### config.mk
export PLATFORM = sky130hd
export DESIGN_NAME = scfl_ctrl
export DESIGN_NICKNAME = d
export VERILOG_FILES = /design/src/rtl/scfl_pkg.sv /design/src/rtl/scfl_ctrl.sv
export SDC_FILE = /design/constraint.sdc
export NUM_CORES = 1
export LEC_CHECK = 0
export ABC_AREA = 1
export BUFFER_PORTS_ARGS = -buffer_cell sky130_fd_sc_hd__buf_2
export CAP_MARGIN = 15
export CELL_PAD_IN_SITES_DETAIL_PLACEMENT = 0
export CELL_PAD_IN_SITES_GLOBAL_PLACEMENT = 2
export CORE_MARGIN = 2
export CORE_UTILIZATION = 22
export CTS_CLUSTER_DIAMETER = 30
export DETAILED_ROUTE_END_ITERATION = 7
export HOLD_SLACK_MARGIN = 0.05
export PLACE_DENSITY_LB_ADDON = 0.1
export SYNTH_ARGS = -nofsm -noshare
export SYNTH_HDL_FRONTEND = slang
export SYNTH_SLANG_ARGS = --single-unit
### constraint.sdc
create_clock -name clk -period 1.5 [get_ports clk]
set_input_delay 0.3 -clock clk [delete_from_list [all_inputs] [get_ports clk]]
set_output_delay 0.3 -clock clk [all_outputs]
set_load 0.01 [all_outputs]
### src/rtl/scfl_pkg.sv
// Shared types, codes and constants of the size-class free-list allocator.
package scfl_pkg;

  localparam int unsigned CLASS_COUNT = 4;
  localparam int unsigned ONE_MB      = 1048576;
  localparam logic [16:0] COUNT_MAX   = 17'h1FFFF;
  localparam logic [22:0] POOL_RESET  = 23'd1048576;
  localparam logic [22:0] MAX_CLASS   = 23'd65536;

  localparam logic [1:0] MODE_ALLOC = 2'd0;
  localparam logic [1:0] MODE_FREE  = 2'd1;
  localparam logic [1:0] MODE_INIT  = 2'd2;
  localparam logic [1:0] MODE_NONE  = 2'd3;

  localparam logic [1:0] ST_OK        = 2'd0;
  localparam logic [1:0] ST_EMPTY     = 2'd1;
  localparam logic [1:0] ST_TOO_LARGE = 2'd2;
  localparam logic [1:0] ST_BAD_FREE  = 2'd3;

  localparam logic [1:0] CLS_64    = 2'd0;
  localparam logic [1:0] CLS_1K    = 2'd1;
  localparam logic [1:0] CLS_4K    = 2'd2;
  localparam logic [1:0] CLS_64K   = 2'd3;

  typedef struct packed {
    logic capture;
    logic alloc_wb;
    logic free_push;
    logic init_start;
    logic prep0;
    logic prep1;
    logic prep2;
    logic carve_step;
    logic finish;
  } ctrl_cmd_t;

  typedef struct packed {
    logic [1:0] mode;
    logic       alloc_ok;
    logic       carve_done;
  } ctrl_sts_t;

  function automatic logic [16:0] class_bytes(input logic [1:0] cls);
    logic [16:0] b;
    unique case (cls)
      CLS_64:  b = 17'd64;
      CLS_1K:  b = 17'd1024;
      CLS_4K:  b = 17'd4096;
      default: b = 17'd65536;
    endcase
    return b;
  endfunction

endpackage

### src/rtl/scfl_ctrl.sv
// Controller state machine that sequences allocate, free and pool carving.
module scfl_ctrl (
  input  logic                clk,
  input  logic                rst_n,
  input  logic                start,
  output logic                busy,
  input  scfl_pkg::ctrl_sts_t sts,
  output scfl_pkg::ctrl_cmd_t cmd
);

  typedef enum logic [6:0] {
    S_IDLE     = 7'b0000001,
    S_EXEC     = 7'b0000010,
    S_ALLOC_WB = 7'b0000100,
    S_PREP0    = 7'b0001000,
    S_PREP1    = 7'b0010000,
    S_PREP2    = 7'b0100000,
    S_CARVE    = 7'b1000000
  } state_t;

  state_t state_r, state_nxt;

  always_comb begin
    state_nxt = state_r;
    cmd       = '0;
    unique case (state_r)
      S_IDLE: begin
        if (start) begin
          cmd.capture = 1'b1;
          state_nxt   = S_EXEC;
        end
      end
      S_EXEC: begin
        unique case (sts.mode)
          scfl_pkg::MODE_ALLOC: begin
            // The link read of the head block was issued this cycle.
            if (sts.alloc_ok) begin
              state_nxt = S_ALLOC_WB;
            end else begin
              cmd.finish = 1'b1;
              state_nxt  = S_IDLE;
            end
          end
          scfl_pkg::MODE_FREE: begin
            cmd.free_push = 1'b1;
            cmd.finish    = 1'b1;
            state_nxt     = S_IDLE;
          end
          scfl_pkg::MODE_INIT: begin
            cmd.init_start = 1'b1;
            state_nxt      = S_PREP0;
          end
          default: begin
            cmd.finish = 1'b1;
            state_nxt  = S_IDLE;
          end
        endcase
      end
      S_ALLOC_WB: begin
        cmd.alloc_wb = 1'b1;
        cmd.finish   = 1'b1;
        state_nxt    = S_IDLE;
      end
      S_PREP0: begin
        cmd.prep0 = 1'b1;
        state_nxt = S_PREP1;
      end
      S_PREP1: begin
        cmd.prep1 = 1'b1;
        state_nxt = S_PREP2;
      end
      S_PREP2: begin
        cmd.prep2 = 1'b1;
        state_nxt = S_CARVE;
      end
      S_CARVE: begin
        if (sts.carve_done) begin
          cmd.finish = 1'b1;
          state_nxt  = S_IDLE;
        end else begin
          cmd.carve_step = 1'b1;
        end
      end
      default: begin
        state_nxt = S_IDLE;
      end
    endcase
  end

  always_ff @(posedge clk) begin
    if (!rst_n) begin
      state_r <= S_IDLE;
    end else begin
      state_r <= state_nxt;
    end
  end

  assign busy = (state_r != S_IDLE);

  a_wb_after_exec: assert property (@(posedge clk) disable iff (!rst_n)
    (state_r == S_ALLOC_WB) |-> $past(state_r == S_EXEC))
    else $error("allocate write-back without a preceding execute cycle");

  a_prep_to_carve: assert property (@(posedge clk) disable iff (!rst_n)
    (state_r == S_PREP2) |=> (state_r == S_CARVE))
    else $error("carving did not follow the last preparation step");

endmodule

=== Word-level counts from Yosys, hierarchy flattened ===
Index checks and enable logic that the tools add are counted.

* Reductions and logical operators: 2
* Mux-type cells: 20
* Equal/unequal tests: 12

{| class="wikitable"
|+ Operator list
! kind !! count
|-
| $pmux W7 S6 || 1
|-
| $mux W7 || 2
|-
| $mux W1 || 12
|-
| $pmux W4 S2 || 1
|-
| $eq A7 B1 Y1 const B || 1
|-
| $eq A7 B2 Y1 const B || 1
|-
| $eq A7 B3 Y1 const B || 1
|-
| $eq A7 B4 Y1 const B || 1
|-
| $eq A7 B5 Y1 const B || 1
|-
| $eq A7 B6 Y1 const B || 1
|-
| $eq A7 B7 Y1 const B || 1
|-
| $ne A7 B1 Y1 const B || 1
|-
| $ne A2 B2 Y1 const B || 2
|-
| $mux W3 || 1
|-
| $pmux W1 S3 || 1
|-
| $eq A2 B1 Y1 const B || 1
|-
| $eq A2 B2 Y1 const B || 1
|-
| $logic_not A2 Y1 || 1
|-
| $mux W2 || 1
|-
| $pmux W1 S2 || 1
|-
| $reduce_and A2 Y1 || 1
|}

* Register bits after elaboration: 7
* Input port bits: 7

=== Logic depth before layout (Yosys ltp) ===
* Depth in word-level cells: 3
* Gate-level depth with buffers: 9

=== Worst setup path before layout ===
No wires, ideal clock.

* Path type: register to output
* Start: register state_r[6]
* End: output port cmd[6] (netlist name)
* Path buffers: 0
* Arrival time: 0.974 ns
* Stages on the path, launching flop included: 6
* Required time: 1.200 ns
* Path slack: 0.226 ns
* Path through: dfxtp_1 nor2_4 nand2_4 nor2_4 inv_2 nor3_1

{| class="wikitable"
|+ RTL lines
! item !! RTL line !! text
|-
| start, declared || scfl_ctrl.sv:21 || <nowiki>state_t state_r, state_nxt;</nowiki>
|-
| start signal, assigned || scfl_ctrl.sv:94 || <nowiki>state_r <= state_nxt;</nowiki>
|-
| end, declared || scfl_ctrl.sv:8 || <nowiki>output scfl_pkg::ctrl_cmd_t cmd</nowiki>
|}

==> impl_results.md <==
* Final min period at 1540 ps
* Max IR drop VDD at 304 uV
* Final Instance Count excl. Fillers at 124
* Total core area at 1920 um2
* DIE HEIGHT at 48.8 um
* Crit share post-route at 1.02
* Biggest register: state_r
* Vias in the first global route at 459
* Critical path type: flop to primary output
* Placed insts at 113
* I/O pin total at 17
* WL final at 1210 um
* Power Density at 680 nW/um2
* Worst EP arrival at 1240 ps
* Pins Over Slew Limit at 0
* Initial Utilization at 0.230
* Share of layout cells above drive strength 1 at 0.557
* CTS tree: done
* Largest net degree at the start of global routing at 6
* Final nets at 105
* All-Layer GR Usage at 0.113
* Lkg Pwr at 0.000369 uW
* Die Wd at 48.8 um
* Rel. slew slack at 0.865
* Distinct cells, synth at 13
* DR vias at 517
* Vias/cell at 4.17
* Outcome: finished with violations
* First-pass GRT wire length at 1990 um
* Tightest Pin Transition at 202 ps
* Avg WL per Cell at 9.74 um
* Routed Antenna Nets at 0
* CTS Buffer Depth at 2
* Row count at 16
* CTS buffer count at 3
* Synth-to-layout area growth at 62.0%
* Final hold viol count at 0
* Largest regs: state_r: 7 flops
* Violated checks: negative setup slack
* Crit-path most repeated cell: nor2_4
* Skew final at 2.20 ps
* Slowest cell on crit path: dfxtp_2
* CTS H-Tree Depth at 1
* Area contributors post-synth: dfxtp_1, inv_1, nand2_1, nor2_1, nor2_2
* Most frequent cells in the layout: buf_2, nand2_1, inv_1
* Sink Count at 7
* Crit path cell chain: nor2_4, nand2_2, nor2_4, inv_2, nor3_2, buf_2
* Pre-CTS setup slack at 159 ps
* Antenna violations before repair at 0
* Residual DRC at 0
* Initial drt markers at 14
* Post-synthesis sequential area ratio at 0.317
* Worst-path clk slew at 50 ps
* Avg Cell Area, Syn at 6.31 um2
* Skew-Pair Late Insertion Delay at 250 ps
* Hold_buf cts at 0
* Gpl congestion at 0.687
* Post-DP HPWL at 970 um
* DR pass1 iterations at 4
* Area leader, netlist: dfxtp_1
* Critical Path Sink Type: primary output
* Clock root buffer: clkbuf_4
* Slowest stage delay, CP at 340 ps
* Max Cap Viol at 0
* Most common cell after layout, fill and taps aside: buf_2
* CP Max Fanout at 4
* Worst EP required at 1200 ps
* Synthesized cell area at 442 um2
* CP startpoint kind: flop
* Syn_nets at 77
* Total gr overflow at 0
* FF+latch count, synth at 7
* IO Port Bufs at 16
* Diode count at 0
* Post-Syn Instances at 70
* Top-area cell type share of the netlist area at 0.317
* Final worst slack at -36.2 ps
* Unrepaired setup endpoints after global routing: true
* Die area at 2380 um2
* Largest register FFs at 7
* Synth warn at 0
* Hold Crit Class: input pin to flop
* Final setup viols at 4
* Fmax at 651 MHz
* Fillcell total at 226
cells by family after synthesis:
| logic type | Yosys count | synth area share |
|---|---|---|
| DFF | 7 | 0.317 |
| buffers and inverters | 15 | 0.127 |
| and+or+nand+nor | 48 | 0.555 |
timing repair:
action	in CTS	in global routing
gates cloned	0	0
setup buffers	5	2
resized for setup	15	9
pin swaps	7	6
endpoints found under the hold margin	0	0
endpoints found under the setup margin	7	8
worst max-delay path, delay by kind of cell, from the launching register on:
family,cells,cell delay (ps)
simple gates,4,430
buf+inv,2,210
flops,1,340
per-layer routing:
| metal | up-vias | part of all wire | routed length (um) | track usage |
|---|---|---|---|---|
| li1 | 268 | - | - | - |
| met4 | 0 | 0.035 | 42 | 0.100 |
| met1 | 224 | 0.43 | 524 | 0.130 |
| met5 | - | 0 | 0 | 0 |
| met3 | 6 | 0.060 | 73 | 0.0245 |
| met2 | 19 | 0.47 | 567 | 0.176 |
area by class of cell:
type,instances,area (um2),area share
Timing Repair Buffer,23,151,0.212
Inverter,15,56.3,0.0787
Multi-Input combinational cell,48,300,0.420
Clock buffer,4,26.3,0.0367
Sequential cell,7,148,0.206
Tap cell,27,33.8,0.0472
cell usage after synthesis (all sizes together):
cell type,n
dfxtp,7
inv,15
nand2,15
nand3,6
nand4,3
nor2,18
nor3,6
power breakdown:
part	switching [uW]	total [uW]	internal, uW	leakage [uW]
logic	63.1	111	48.1	0.000295
clock network	71.9	174	102	0.0000150
registers	8.34	202	193	0.0000591
final timing paths:
path	start	endpoint	slack, ps	cells past startpoint
min	start	state_r[1]	310	3
max	state_r[3]	cmd[6]	-40	6
min reg2reg	state_r[1]	state_r[5]	580	3
max reg2reg	state_r[1]	state_r[0]	230	10
per-stage QoR:
step | setup TNS [ps] | area (um2) | hold slack (ps) | total power, uW | utilization
floorplan | 0 | 442 | 426 | 255 | -
global placement | 0 | 556 | 531 | 286 | 0.289
detailed placement | 0 | 556 | 530 | 285 | 0.289
CTS | -207 | 663 | 302 | 479 | 0.345
global route | -642 | 716 | 302 | 522 | 0.372
finish | -97.2 | 716 | 312 | 486 | 0.372
Note: power is estimated with default switching activity, not from simulation.
